`config.mk`:
```
export PLATFORM = sky130hd
export DESIGN_NAME = rpn_stack_evaluator
export DESIGN_NICKNAME = d
export VERILOG_FILES = /design/src/hw/rtl/rpn_pkg.sv /design/src/hw/rtl/rpn_div.sv /design/src/hw/rtl/rpn_dp.sv /design/src/hw/rtl/rpn_ctrl.sv /design/src/hw/rtl/rpn_stack_evaluator.sv
export SDC_FILE = /design/constraint.sdc
export NUM_CORES = 2
export LEC_CHECK = 0
export ABC_CLOCK_PERIOD_IN_PS = 10740
export BUFFER_PORTS_ARGS = -buffer_cell sky130_fd_sc_hd__buf_2
export CAP_MARGIN = 15
export CORE_MARGIN = 2
export CORE_UTILIZATION = 60
export DETAILED_ROUTE_END_ITERATION = 8
export MAX_ROUTING_LAYER = met4
export PLACE_DENSITY_LB_ADDON = 0.15
export SYNTH_ARGS = -nofsm -noshare
export SYNTH_HDL_FRONTEND = slang
export SYNTH_SLANG_ARGS = --single-unit
```
`constraint.sdc`:
```
create_clock -name clk -period 10.74 [get_ports clk]
set_input_delay 1.074 -clock clk [delete_from_list [all_inputs] [get_ports clk]]
set_output_delay 1.074 -clock clk [all_outputs]
set_load 0.005 [all_outputs]
```
`src/hw/rtl/rpn_pkg.sv`:
```
// ----------------------------------------------------------------------------
// rpn_pkg
// shared constants, status codes and controller/datapath interface structs
// ----------------------------------------------------------------------------
`default_nettype none

package rpn_pkg;

    localparam int STACK_DEPTH_DEF = 64;
    localparam int DATA_W          = 32;
    localparam int SYM_W           = 8;
    localparam int STATUS_W        = 3;

    // character codes
    localparam logic [SYM_W-1:0] CH_SPACE = 8'h20;
    localparam logic [SYM_W-1:0] CH_ZERO  = 8'h30;
    localparam logic [SYM_W-1:0] CH_NINE  = 8'h39;
    localparam logic [SYM_W-1:0] CH_PLUS  = 8'h2B;
    localparam logic [SYM_W-1:0] CH_MINUS = 8'h2D;
    localparam logic [SYM_W-1:0] CH_MUL   = 8'h2A;
    localparam logic [SYM_W-1:0] CH_DIV   = 8'h2F;
    localparam logic [SYM_W-1:0] CH_MOD   = 8'h25;

    typedef logic [STATUS_W-1:0] status_t;

    localparam status_t ST_OK        = 3'd0;
    localparam status_t ST_BADCHAR   = 3'd1;
    localparam status_t ST_UNDERFLOW = 3'd2;
    localparam status_t ST_NOTONE    = 3'd3;
    localparam status_t ST_DIVZERO   = 3'd4;
    localparam status_t ST_OVERFLOW  = 3'd5;

    // controller to datapath
    typedef struct packed {
        logic    capture_in;
        logic    push_digit;
        logic    set_err;
        status_t err_code;
        logic    rd_top;
        logic    rd_second;
        logic    rd_bottom;
        logic    cap_b;
        logic    cap_a;
        logic    div_start;
        logic    write_res;
        logic    load_out;
    } dp_cmd_t;

    // datapath to controller
    typedef struct packed {
        logic is_space;
        logic is_digit;
        logic is_op;
        logic is_divop;
        logic err_set;
        logic stack_full;
        logic few_operands;
        logic b_zero;
        logic div_done;
        logic last;
        logic out_busy;
    } dp_stat_t;

endpackage

`default_nettype wire

```
`src/hw/rtl/rpn_div.sv`:
```
// ----------------------------------------------------------------------------
// rpn_div
// radix-2 restoring signed divider, one quotient bit per cycle
// ----------------------------------------------------------------------------
`default_nettype none

module rpn_div (
    input  logic                       clk,
    input  logic                       rst_n,
    input  logic                       start,
    input  logic [rpn_pkg::DATA_W-1:0] dividend,
    input  logic [rpn_pkg::DATA_W-1:0] divisor,
    output logic                       done,
    output logic [rpn_pkg::DATA_W-1:0] quotient,
    output logic [rpn_pkg::DATA_W-1:0] remainder
);
    import rpn_pkg::*;

    localparam int STEP_W = $clog2(DATA_W);

    logic [DATA_W-1:0] rem_reg;
    logic [DATA_W-1:0] quo_reg;
    logic [DATA_W-1:0] dvs_reg;
    logic              q_neg_reg;
    logic              r_neg_reg;
    logic [STEP_W-1:0] step_reg;
    logic              busy_reg;
    logic              done_reg;

    logic [DATA_W-1:0] a_mag;
    logic [DATA_W-1:0] b_mag;
    logic [DATA_W:0]   shifted;
    logic [DATA_W:0]   diff;
    logic              fits;

    assign a_mag   = dividend[DATA_W-1] ? (DATA_W'(0) - dividend) : dividend;
    assign b_mag   = divisor[DATA_W-1]  ? (DATA_W'(0) - divisor)  : divisor;
    assign shifted = {rem_reg, quo_reg[DATA_W-1]};
    assign diff    = shifted - {1'b0, dvs_reg};
    assign fits    = !diff[DATA_W];

    always_ff @(posedge clk or negedge rst_n) begin
        if (!rst_n)
        begin
            busy_reg <= 1'b0;
            done_reg <= 1'b0;
            step_reg <= '0;
        end
        else
        begin
            done_reg <= 1'b0;
            if (start)
            begin
                busy_reg <= 1'b1;
                step_reg <= '0;
            end
            else if (busy_reg)
            begin
                step_reg <= step_reg + 1'b1;
                if (step_reg == STEP_W'(DATA_W - 1))
                begin
                    busy_reg <= 1'b0;
                    done_reg <= 1'b1;
                end
            end
        end
    end

    always_ff @(posedge clk) begin
        if (start)
        begin
            rem_reg   <= '0;
            quo_reg   <= a_mag;
            dvs_reg   <= b_mag;
            q_neg_reg <= dividend[DATA_W-1] ^ divisor[DATA_W-1];
            r_neg_reg <= dividend[DATA_W-1];
        end
        else if (busy_reg)
        begin
            rem_reg <= fits ? diff[DATA_W-1:0] : shifted[DATA_W-1:0];
            quo_reg <= {quo_reg[DATA_W-2:0], fits};
        end
    end

    assign done      = done_reg;
    assign quotient  = q_neg_reg ? (DATA_W'(0) - quo_reg) : quo_reg;
    assign remainder = r_neg_reg ? (DATA_W'(0) - rem_reg) : rem_reg;

endmodule

`default_nettype wire

```
`src/hw/rtl/rpn_dp.sv`:
```
// ----------------------------------------------------------------------------
// rpn_dp
// datapath: operand stack memory, operand registers, alu, divider, result register
// ----------------------------------------------------------------------------
`default_nettype none

module rpn_dp #(
    parameter int STACK_DEPTH = rpn_pkg::STACK_DEPTH_DEF
) (
    input  logic                                clk,
    input  logic                                rst_n,
    input  logic [rpn_pkg::SYM_W-1:0]           symbol,
    input  logic                                last,
    input  rpn_pkg::dp_cmd_t                    cmd,
    output rpn_pkg::dp_stat_t                   stat,
    input  logic                                out_stall,
    output logic                                out_valid,
    output logic signed [rpn_pkg::DATA_W-1:0]   value,
    output logic [rpn_pkg::STATUS_W-1:0]        status
);
    import rpn_pkg::*;

    localparam int CNT_W  = $clog2(STACK_DEPTH + 1);
    localparam int ADDR_W = $clog2(STACK_DEPTH);

    logic [SYM_W-1:0]  symbol_reg;
    logic              last_reg;
    logic [CNT_W-1:0]  cnt_reg;
    status_t           err_reg;
    logic [DATA_W-1:0] a_reg;
    logic [DATA_W-1:0] b_reg;
    logic [DATA_W-1:0] rd_data_reg;
    logic              out_valid_reg;
    logic [DATA_W-1:0] value_reg;
    status_t           status_reg;

    logic [DATA_W-1:0] stack_mem [STACK_DEPTH];

    logic              rd_en;
    logic [ADDR_W-1:0] rd_addr;
    logic              wr_en;
    logic [ADDR_W-1:0] wr_addr;
    logic [DATA_W-1:0] wr_data;
    logic [DATA_W-1:0] alu_res;
    logic [DATA_W-1:0] div_q;
    logic [DATA_W-1:0] div_r;
    logic              div_done;
    logic [DATA_W-1:0] value_next;
    status_t           status_next;

    // operand stack memory
    assign rd_en = cmd.rd_top | cmd.rd_second | cmd.rd_bottom;

    always_comb begin
        rd_addr = '0;
        if (cmd.rd_top)
        begin
            rd_addr = ADDR_W'(cnt_reg - CNT_W'(1));
        end
        else if (cmd.rd_second)
        begin
            rd_addr = ADDR_W'(cnt_reg - CNT_W'(2));
        end
    end

    assign wr_en   = cmd.push_digit | cmd.write_res;
    assign wr_addr = cmd.push_digit ? cnt_reg[ADDR_W-1:0] : ADDR_W'(cnt_reg - CNT_W'(2));
    assign wr_data = cmd.push_digit ? DATA_W'(symbol_reg - CH_ZERO) : alu_res;

    always_ff @(posedge clk) begin
        if (wr_en)
        begin
            stack_mem[wr_addr] <= wr_data;
        end
        if (rd_en)
        begin
            rd_data_reg <= stack_mem[rd_addr];
        end
    end

    // payload registers
    always_ff @(posedge clk) begin
        if (cmd.capture_in)
        begin
            symbol_reg <= symbol;
            last_reg   <= last;
        end
        if (cmd.cap_b)
        begin
            b_reg <= rd_data_reg;
        end
        if (cmd.cap_a)
        begin
            a_reg <= rd_data_reg;
        end
    end

    rpn_div u_div (
        .clk       (clk),
        .rst_n     (rst_n),
        .start     (cmd.div_start),
        .dividend  (a_reg),
        .divisor   (b_reg),
        .done      (div_done),
        .quotient  (div_q),
        .remainder (div_r)
    );

    always_comb begin
        case (symbol_reg)
            CH_PLUS:  alu_res = a_reg + b_reg;
            CH_MINUS: alu_res = a_reg - b_reg;
            CH_MUL:   alu_res = DATA_W'(a_reg * b_reg);
            CH_DIV:   alu_res = div_q;
            default:  alu_res = div_r;
        endcase
    end

    // stack count and error latch
    always_ff @(posedge clk or negedge rst_n) begin
        if (!rst_n)
        begin
            cnt_reg <= '0;
            err_reg <= ST_OK;
        end
        else if (cmd.load_out)
        begin
            cnt_reg <= '0;
            err_reg <= ST_OK;
        end
        else
        begin
            if (cmd.push_digit)
            begin
                cnt_reg <= cnt_reg + CNT_W'(1);
            end
            else if (cmd.write_res)
            begin
                cnt_reg <= cnt_reg - CNT_W'(1);
            end
            if (cmd.set_err)
            begin
                err_reg <= cmd.err_code;
            end
        end
    end

    // result register
    always_comb begin
        if (err_reg != ST_OK)
        begin
            value_next  = '0;
            status_next = err_reg;
        end
        else if (cnt_reg != CNT_W'(1))
        begin
            value_next  = '0;
            status_next = ST_NOTONE;
        end
        else
        begin
            value_next  = rd_data_reg;
            status_next = ST_OK;
        end
    end

    always_ff @(posedge clk or negedge rst_n) begin
        if (!rst_n)
        begin
            out_valid_reg <= 1'b0;
        end
        else if (cmd.load_out)
        begin
            out_valid_reg <= 1'b1;
        end
        else if (out_valid_reg && !out_stall)
        begin
            out_valid_reg <= 1'b0;
        end
    end

    always_ff @(posedge clk) begin
        if (cmd.load_out)
        begin
            value_reg  <= value_next;
            status_reg <= status_next;
        end
    end

    assign out_valid = out_valid_reg;
    assign value     = value_reg;
    assign status    = status_reg;

    // status toward the controller
    always_comb begin
        stat.is_space     = (symbol_reg == CH_SPACE);
        stat.is_digit     = (symbol_reg >= CH_ZERO) && (symbol_reg <= CH_NINE);
        stat.is_divop     = (symbol_reg == CH_DIV) || (symbol_reg == CH_MOD);
        stat.is_op        = stat.is_divop || (symbol_reg == CH_PLUS)
                            || (symbol_reg == CH_MINUS) || (symbol_reg == CH_MUL);
        stat.err_set      = (err_reg != ST_OK);
        stat.stack_full   = (cnt_reg == CNT_W'(STACK_DEPTH));
        stat.few_operands = (cnt_reg < CNT_W'(2));
        stat.b_zero       = (b_reg == '0);
        stat.div_done     = div_done;
        stat.last         = last_reg;
        stat.out_busy     = out_valid_reg && out_stall;
    end

endmodule

`default_nettype wire

```
`src/hw/rtl/rpn_ctrl.sv`:
```
// ----------------------------------------------------------------------------
// rpn_ctrl
// controller state machine sequencing one character through the datapath
// ----------------------------------------------------------------------------
`default_nettype none

module rpn_ctrl (
    input  logic              clk,
    input  logic              rst_n,
    input  logic              in_valid,
    output logic              in_stall,
    input  rpn_pkg::dp_stat_t stat,
    output rpn_pkg::dp_cmd_t  cmd
);
    import rpn_pkg::*;

    typedef enum logic [7:0] {
        S_IDLE     = 8'b0000_0001,
        S_DECODE   = 8'b0000_0010,
        S_RD_B     = 8'b0000_0100,
        S_RD_A     = 8'b0000_1000,
        S_EXEC     = 8'b0001_0000,
        S_DIV      = 8'b0010_0000,
        S_READ_FIN = 8'b0100_0000,
        S_EMIT     = 8'b1000_0000
    } state_t;

    state_t state_reg;
    state_t state_next;
    state_t after_item;

    // where to go once the character is handled
    assign after_item = stat.last ? S_READ_FIN : S_IDLE;

    always_comb begin
        state_next   = state_reg;
        cmd          = '0;
        cmd.err_code = ST_OK;
        case (state_reg)
            S_IDLE:
            begin
                if (in_valid)
                begin
                    cmd.capture_in = 1'b1;
                    state_next     = S_DECODE;
                end
            end
            S_DECODE:
            begin
                state_next = after_item;
                if (stat.err_set || stat.is_space)
                begin
                    state_next = after_item;
                end
                else if (stat.is_digit)
                begin
                    if (stat.stack_full)
                    begin
                        cmd.set_err  = 1'b1;
                        cmd.err_code = ST_OVERFLOW;
                    end
                    else
                    begin
                        cmd.push_digit = 1'b1;
                    end
                end
                else if (stat.is_op)
                begin
                    if (stat.few_operands)
                    begin
                        cmd.set_err  = 1'b1;
                        cmd.err_code = ST_UNDERFLOW;
                    end
                    else
                    begin
                        cmd.rd_top = 1'b1;
                        state_next = S_RD_B;
                    end
                end
                else
                begin
                    cmd.set_err  = 1'b1;
                    cmd.err_code = ST_BADCHAR;
                end
            end
            S_RD_B:
            begin
                cmd.cap_b     = 1'b1;
                cmd.rd_second = 1'b1;
                state_next    = S_RD_A;
            end
            S_RD_A:
            begin
                cmd.cap_a  = 1'b1;
                state_next = S_EXEC;
            end
            S_EXEC:
            begin
                if (!stat.is_divop)
                begin
                    cmd.write_res = 1'b1;
                    state_next    = after_item;
                end
                else if (stat.b_zero)
                begin
                    cmd.set_err  = 1'b1;
                    cmd.err_code = ST_DIVZERO;
                    state_next   = after_item;
                end
                else
                begin
                    cmd.div_start = 1'b1;
                    state_next    = S_DIV;
                end
            end
            S_DIV:
            begin
                if (stat.div_done)
                begin
                    cmd.write_res = 1'b1;
                    state_next    = after_item;
                end
            end
            S_READ_FIN:
            begin
                cmd.rd_bottom = 1'b1;
                state_next    = S_EMIT;
            end
            S_EMIT:
            begin
                if (!stat.out_busy)
                begin
                    cmd.load_out = 1'b1;
                    state_next   = S_IDLE;
                end
            end
            default:
            begin
                state_next = S_IDLE;
            end
        endcase
    end

    always_ff @(posedge clk or negedge rst_n) begin
        if (!rst_n)
        begin
            state_reg <= S_IDLE;
        end
        else
        begin
            state_reg <= state_next;
        end
    end

    assign in_stall = (state_reg != S_IDLE);

endmodule

`default_nettype wire

```
`src/hw/rtl/rpn_stack_evaluator.sv`:
```
// ----------------------------------------------------------------------------
// rpn_stack_evaluator
// reverse-polish expression evaluator, one ascii character per input transfer
// ----------------------------------------------------------------------------
// usage
//   input channel: symbol and last, one character per transfer (in_valid high,
//   in_stall low); last marks the final character of an expression
//   output channel: value and status, one transfer per expression, issued
//   after the final character; value is 0 whenever status is not ok
//   timing: one character at a time; a space, digit, ignored character, bad
//   character, underflow or overflow goes through capture and decode before
//   the next possible transfer, + - * and a zero divisor also take the operand
//   fetches and execute, and / % add a wait for the radix-2 divider that retires
//   one quotient bit a cycle; the final character adds the bottom-of-stack read
//   and the result load; the operand stack is a memory with registered read, so
//   every operand fetch takes a controller state of its own
//   reset: stack count, error latch, controller and output valid clear; the
//   stack memory is not cleared and needs no clearing pass
//   receiver stall: the result register holds; the block keeps taking input
//   characters and only waits when a second result is ready to load
// ----------------------------------------------------------------------------
`default_nettype none

module rpn_stack_evaluator #(
    parameter int STACK_DEPTH = rpn_pkg::STACK_DEPTH_DEF
) (
    input  logic                              clk,
    input  logic                              rst_n,
    // character input
    input  logic                              in_valid,
    output logic                              in_stall,
    input  logic [rpn_pkg::SYM_W-1:0]         symbol,
    input  logic                              last,
    // result output
    output logic                              out_valid,
    input  logic                              out_stall,
    output logic signed [rpn_pkg::DATA_W-1:0] value,
    output logic [rpn_pkg::STATUS_W-1:0]      status
);
    import rpn_pkg::*;

    dp_cmd_t  cmd;
    dp_stat_t stat;

    // sequencing: decode, operand fetch, execute, divider wait, result load
    rpn_ctrl u_ctrl (
        .clk      (clk),
        .rst_n    (rst_n),
        .in_valid (in_valid),
        .in_stall (in_stall),
        .stat     (stat),
        .cmd      (cmd)
    );

    // stack memory, alu, divider and the result register
    rpn_dp #(
        .STACK_DEPTH (STACK_DEPTH)
    ) u_dp (
        .clk       (clk),
        .rst_n     (rst_n),
        .symbol    (symbol),
        .last      (last),
        .cmd       (cmd),
        .stat      (stat),
        .out_stall (out_stall),
        .out_valid (out_valid),
        .value     (value),
        .status    (status)
    );

endmodule

`default_nettype wire

```
Word level (Yosys, flattened, before mapping)
Memories as Yosys holds them, arrays and structs flattened. A register that Yosys moved wholly into a read port is not among the register bits.
Index checks and enable logic that the tools add are counted.
- bitwise operators: 4
- reductions and logical operators: 18
- add/sub/neg operators: 12
- multiplexer cells: 70
- $lt $le $gt $ge: 3
- $mul: 1
- equal/unequal tests: 21
- operators by type and width (cell ; number):
    $mux 32 ; 7
    $pmux 32 s4 ; 1
    $sub 1x32->32 const A ; 4
    $mux 8 ; 9
    $pmux 8 s8 ; 1
    $eq 8x6->1 const B ; 7
    $sub 33x32->33 ; 1
    $add 32x32->32 ; 1
    $logic_not 32->1 ; 1
    $mul 32x32->32 ; 1
    $sub 32x32->32 ; 1
    $mux 31 ; 1
    $mux 1 ; 29
    $mux 7 ; 4
    $mux 4 ; 6
    $mux 6 ; 4
    $mux 5 ; 2
    $mux 3 ; 3
    $sub 8x6->9 const B ; 1
    $eq 8x1->1 const B ; 1
    $eq 8x2->1 const B ; 1
    $eq 8x3->1 const B ; 1
    $eq 8x4->1 const B ; 1
    $eq 8x5->1 const B ; 1
    27 further kinds ; 40
- bits of input ports: 13
- output and inout bits: 37
- bits in writable memories: 2048
- bits in registers: 232
- memories kept: 1
- memories (memory ; depth ; bits a word ; rd ports ; clocked after Yosys merged registers in ; write ports ; RTL line ; RTL):
    u_dp.stack_mem ; 64 ; 32 ; 1 ; 1 ; 1 ; rpn_dp.sv:37 ; logic [DATA_W-1:0] stack_mem [STACK_DEPTH];

Logic depth before layout (Yosys ltp)
- word-level depth: 12
- gate-level depth with buffers: 28
- mapped depth without buffers: 26

Modules after synthesis
A second synthesis with hierarchy kept.
- cell total of the unflattened synthesis: 9769
- area total of the unflattened synthesis: 114546.1 um^2
- modules (own cells, without submodules) (module ; cells each ; times used ; area each (um^2)):
    rpn_dp ; 8664 ; 1 ; 105245.9
    rpn_div ; 1027 ; 1 ; 8660.8
    rpn_ctrl ; 78 ; 1 ; 639.4

Least setup slack after synthesis
No wires, ideal clock.
- path type: register -> register
- start point: reg u_dp.a_reg[14]
- end point: mem u_dp.stack_mem[0][24], data pin
- setup time: 0.702 ns
- clock period less this slack: 9.762 ns
- setup slack: 0.978 ns
- data required time: 10.038 ns
- arrival time: 9.061 ns
- stages on the path, launching flop included: 25
- cells stage by stage: edfxtp_1 > clkbuf_1 > clkbuf_1 > and2_1 > fa_1 > inv_1 > fa_1 > fa_1 > fa_1 > inv_1 > fa_1 > ha_1 > fa_1 > fa_1 > ha_1 > a21oi_1 > o21ai_0 > a2111oi_0 > nor2_1 > a211oi_1 > o21a_1 > o21ai_0 > xor2_1 > a21oi_1 > o21ai_0
- longest elaborated chain between the ends: 3
- elaborated cells between the ends (all ways): 5
- those cells by class: add/sub (2); mul (1); mux (2)
- ends and longest elaborated chain (element ; RTL line ; RTL):
    from (decl) ; rpn_dp.sv:30 ; logic [DATA_W-1:0] a_reg;
    from (signal assigned) ; rpn_dp.sv:94 ; a_reg <= rd_data_reg;
    $mul 32x32->32, or another cell as far along ; rpn_dp.sv:113 ; CH_MUL: alu_res = DATA_W'(a_reg * b_reg);
    $pmux 32 s4 (*) ; rpn_dp.sv:110 ; case (symbol_reg)
    $mux 32 (*) ; rpn_dp.sv:68 ; assign wr_data = cmd.push_digit ? DATA_W'(symbol_reg - CH_ZERO) : alu_res;
    net u_dp.wr_data[24] ; rpn_dp.sv:43 ; logic [DATA_W-1:0] wr_data;
    to (decl) ; rpn_dp.sv:37 ;
Mark *: on every way through the listed nets, which the timed path passes. The rest lies on a longest branch.

Final worst setup path
- start point: reg u_dp.a_reg[8]
- end point: mem u_dp.stack_mem[57][31], data pin
Same word-level chain as after synthesis.

==> results by stage <==
Global routing:
- The via count of the first global-routing pass is 75900.
- The initial antenna violation count is 23.
- Entering global routing, the biggest net connects 153 pins.
- The first global-routing pass estimated 519000 microns of wire.
- Across every metal layer, demand over resource in global routing totals 38.1%.
- After global routing the overflow that remains totals 0.

Synthesis:
- The count of distinct cell types in the synthesized netlist is 102.
- For this run, the leading register cell type out of synthesis is edfxtp_1.
- The share of synthesized area in the top cell type comes to 59.3%.
- The synthesized area divided by synthesized cell count is around 12 sq um.
- Of all cell types, the one taking the most synthesized area is edfxtp_1.
- The total of warnings raised by yosys is 0.
- The share of the Yosys chip area taken by registers is between 60% and 70%.
- Summing every instance area after synthesis gives 0.114 sq mm.
- The instance count of the mapped netlist is 9768.
- The number of enable-type register cells in the synthesized netlist is 2254.
- After synthesis, the share of flip-flops with an asynchronous set or reset is approximately 1.1%.
- Synthesis produced a netlist with a net count of 10400.
- By area the synthesized netlist is led by edfxtp_1, nand2_1, fa_1.
- Synthesis inferred approximately 2300 register bits.

Min path:
- The type of the tightest min-delay check is input pin to asynchronous set/reset pin.

Placed design:
- The congestion estimate from routability-driven global placement came to 1.02.
- The HPWL reported at the end of detailed placement is 218000 microns.
- Buffers placed on the I/O ports in this run total 49.
- The number of placed instances, taps included, is 12000.

Pwr:
- The worst voltage drop across the vdd grid is ~0.15 mV.
- Dividing total power by cell area gives a power density of around 150 mW/mm^2.
- In this run the power spent charging and discharging nets is 3.94 mW.
- Of the total power, registers draw 54.3%.
- The combinational fraction of design power is 3.0%.
- The proportion of power drawn by the clock network is 42.8%.
- The standby leakage power is 47.7 nW.
- The switching portion of total power is 21.6%.
- The internal power of the cells totals 14.3 mW.

Die:
- In this run the horizontal extent of the chip is around 440 microns.
- The area of the core is 0.190 sq mm.
- For this configuration, the core starts out at a cell density of 60.2%.
- After floorplanning, the core was divided into 160 placement rows.
- The total die area is 0.194 sq mm.
- The floorplan step set the die height to 440 microns.
- For this design the top-level I/O count stands at 50.

STA:
- The number of slew-limit violations in the final report came to 0.
- The number of hold violations in the final report is 0.
- The worst path uses 86.9% of the clock period.
- Setup total negative slack on the finished layout was measured at 0 ns.
- The final number of setup-violating endpoints is 0.
- The relative slew slack is between 8 and 9%.
- Setup repair after global routing left no endpoint under its margin.
- For the pin with the worst max-slew slack, the measured transition is 1.36 ns.
- The minimum period implied by the final worst setup slack is 9.33 ns.
- On the final layout, the worst clock skew is ~0.07 ns.
- Static timing analysis puts the maximum clock frequency at 0.107 GHz.

Final layout:
- The register with the most flip-flops in the layout has 2048 of them.
- In the layout the commonest cells are nand2_1, edfxtp_1, nand3_1, inv_1, fa_1.
- The number of standard cells in the layout, taps in and fillers out is 12400.
- The largest register by flop count is u_dp.stack_mem.
- Fill cells in the final layout number 14000.
- The area taken by multi-input logic gates is 0.0417 sq mm.
- Leaving out fill and tap cells, the most frequent cell in the layout is nand2_1.
- The area overhead of the layout relative to synthesis is 9.63%.
- The share of cells above drive strength 1 is 8.05%.
- In the final design database the tool counted between 10000 and 15000 nets.
- The post-layout utilization of the core is 66.0%.
- Registers take 0.0690 sq mm.

Clock tree:
- The post-CTS setup buffer count is 0.
- The number of gates resized after CTS is 0.
- After clock tree synthesis, the clock-pin slew on the worst setup and hold paths is 0.07 ns.
- The quantity of hold-fixing buffers added after cts is 0.
- The clock passes through at most 3 buffers.
- Clock tree synthesis inserted a total of between 200 and 250 buffers.
- The clock network latency to the later pin of the worst-skew pair is between 0.9 and 1 ns.
- The CTS H-tree depth is 4.
- The clock net in this run drives a total of about 2300 sinks.
- The CTS root buffer is clkbuf_16.
- The clock tree from TritonCTS is done.

Worst setup path:
- The most numerous cell type found on the critical path is fa_1.
- The critical path endpoint category is a register.
- The cell at the slowest stage of the critical path is a211oi_1.
- Of all nets on the critical path, the largest fanout is 34.
- The data arrival time of the critical path is 10.04 ns.
- The delay of the slowest critical-path stage is 0.96 ns.
- STA classifies the critical path startpoint as a register.
- By startpoint and endpoint, the worst setup path is classified as register to register.
- At the worst endpoint, the required time is 11.44 ns.

Outcome:
- The flow ran to the end, and the final reports show no timing, DRC or antenna violations.

Route:
- For this run, design rule violations remaining after detail routing come to 0.
- The number of nets with antenna violations after routing is 0.
- The first-pass iteration count of the detailed router is 6.
- Using the TritonRoute via totals, the vias-per-cell ratio works out to 6.45.
- The first routing iteration left 10800 violations.
- The routed wire length per instance is 28.9 microns.
- The total via count after detailed routing is 80000.
- The overall routed net length is roughly 360000 microns.

Job:
- The tool flagged a number of max-cap violations equal to 0.
[cell type report]
cell class / count / share of cell area [%]
diodes: 20 / 0.0400
clock buffers: 264 / 4.63
clock inverters: 156 / 1.16
inverters: 465 / 1.39
multi-input cells: 6381 / 33.3
flip-flops and latches: 2312 / 55.1
well taps: 2511 / 2.51
repair buffers: 302 / 1.86
[synth_stat cells, types with 15 or more instances]
cell type / number
nand3_1: 672
and2_1: 350
nor4_1: 94
a211oi_1: 38
a311oi_1: 52
dfxtp_1: 32
ha_1: 201
o21ai_0: 172
xnor2_1: 152
a31oi_1: 222
xor2_1: 142
or4_1: 38
nand4_1: 29
a21oi_1: 322
fa_1: 410
o21a_1: 15
buf_1: 38
o41ai_1: 15
nor2b_1: 19
dfrtp_1: 25
buf_2: 215
mux2i_1: 56
clkbuf_1: 301
and3_1: 233
a21o_1: 26
o22ai_1: 116
nand2_1: 2428
a221oi_1: 18
o31ai_1: 44
nand2b_1: 24
or3_1: 43
buf_4: 44
inv_1: 462
o21bai_1: 17
edfxtp_1: 2254
nor2_1: 204
nor3_1: 52
[per-layer routing]
layer / GRT usage (%) / part of all wire, % / up-vias
met1: 51.1 / 38 / 39700
met3: 8.08 / 12 / 877
met2: 56.6 / 46 / 5139
li1: - / - / 34300
met5: - / 0 / -
met4: 16.9 / 4.9 / 0
[worst paths after layout]
| kind | end | depth (start not counted) | slack [ns] | from |
|---|---|---|---|---|
| max | u_dp.stack_mem[57][31]$_DFFE_PP_ | 25 | 1.41 | u_dp.a_reg[8]$_DFFE_PP_ |
| min | u_dp.u_div.step_reg[2]$_DFFE_PN0P_ | 1 | 0.19 | rst_n |
| max reg2reg | u_dp.stack_mem[57][31]$_DFFE_PP_ | 25 | 1.41 | u_dp.a_reg[8]$_DFFE_PP_ |
| min reg2reg | u_dp.b_reg[26]$_DFFE_PN_ | 0 | 0.50 | u_dp.rd_data_reg[26]$_DFFE_PP_ |
| max in group asynchronous | u_dp.u_div.busy_reg$_DFF_PN0_ | 1 | 10.13 | rst_n |
| min in group clk | u_dp.last_reg$_DFFE_PP_ | 1 | 0.39 | last |
[power groups by stage]
stage                     clock network [mW]  registers [mW]  logic, mW
final                                   7.81            9.91      0.540
after global routing                    8.20            9.90      0.576
after global placement                     0            10.1      0.515
after detailed placement                   0            10.1      0.526
after CTS                               7.86            9.90      0.530
after floorplan                            0            10.1      0.319
[metrics by stage]
stage / instance area, sq um / hold slack (ns) / worst slack, ns / power (mW)
detailed placement: 118000 / 0.491 / 1.59 / 10.6
floorplan: 114000 / 0.436 / 0.978 / 10.4
global route: 125000 / 0.230 / 1.14 / 18.7
finish: 125000 / 0.194 / 1.41 / 18.3
global placement: 118000 / 0.447 / 1.77 / 10.6
CTS: 125000 / 0.170 / 1.57 / 18.3
[critical path: cells and delay by family (launching register included)]
family	cells	cell delay, ns
AOI/OAI and AO/OA	6	2.61
xor gates and xnor gates	1	0.15
adders and majority gates	9	4.19
buffers and inverters	8	1.14
DFF	1	0.87
and+or+nand+nor	1	0.09
[cell families (layout without fill, tap and decap cells)]
| family | Yosys count | in the layout | synth area share (%) |
|---|---|---|---|
| xor+xnor | 294 | 294 | 2.26 |
| fa+ha+maj | 611 | 611 | 9.39 |
| flops | 2312 | 2312 | 60.4 |
| buf+inv | 1075 | 1187 | 3.99 |
| other cells | 0 | 20 | 0 |
| mux | 60 | 60 | 0.540 |
| compound gates | 1170 | 1170 | 6.52 |
| simple gates | 4246 | 4246 | 16.9 |
Note: power is estimated with default switching activity, not from simulation.
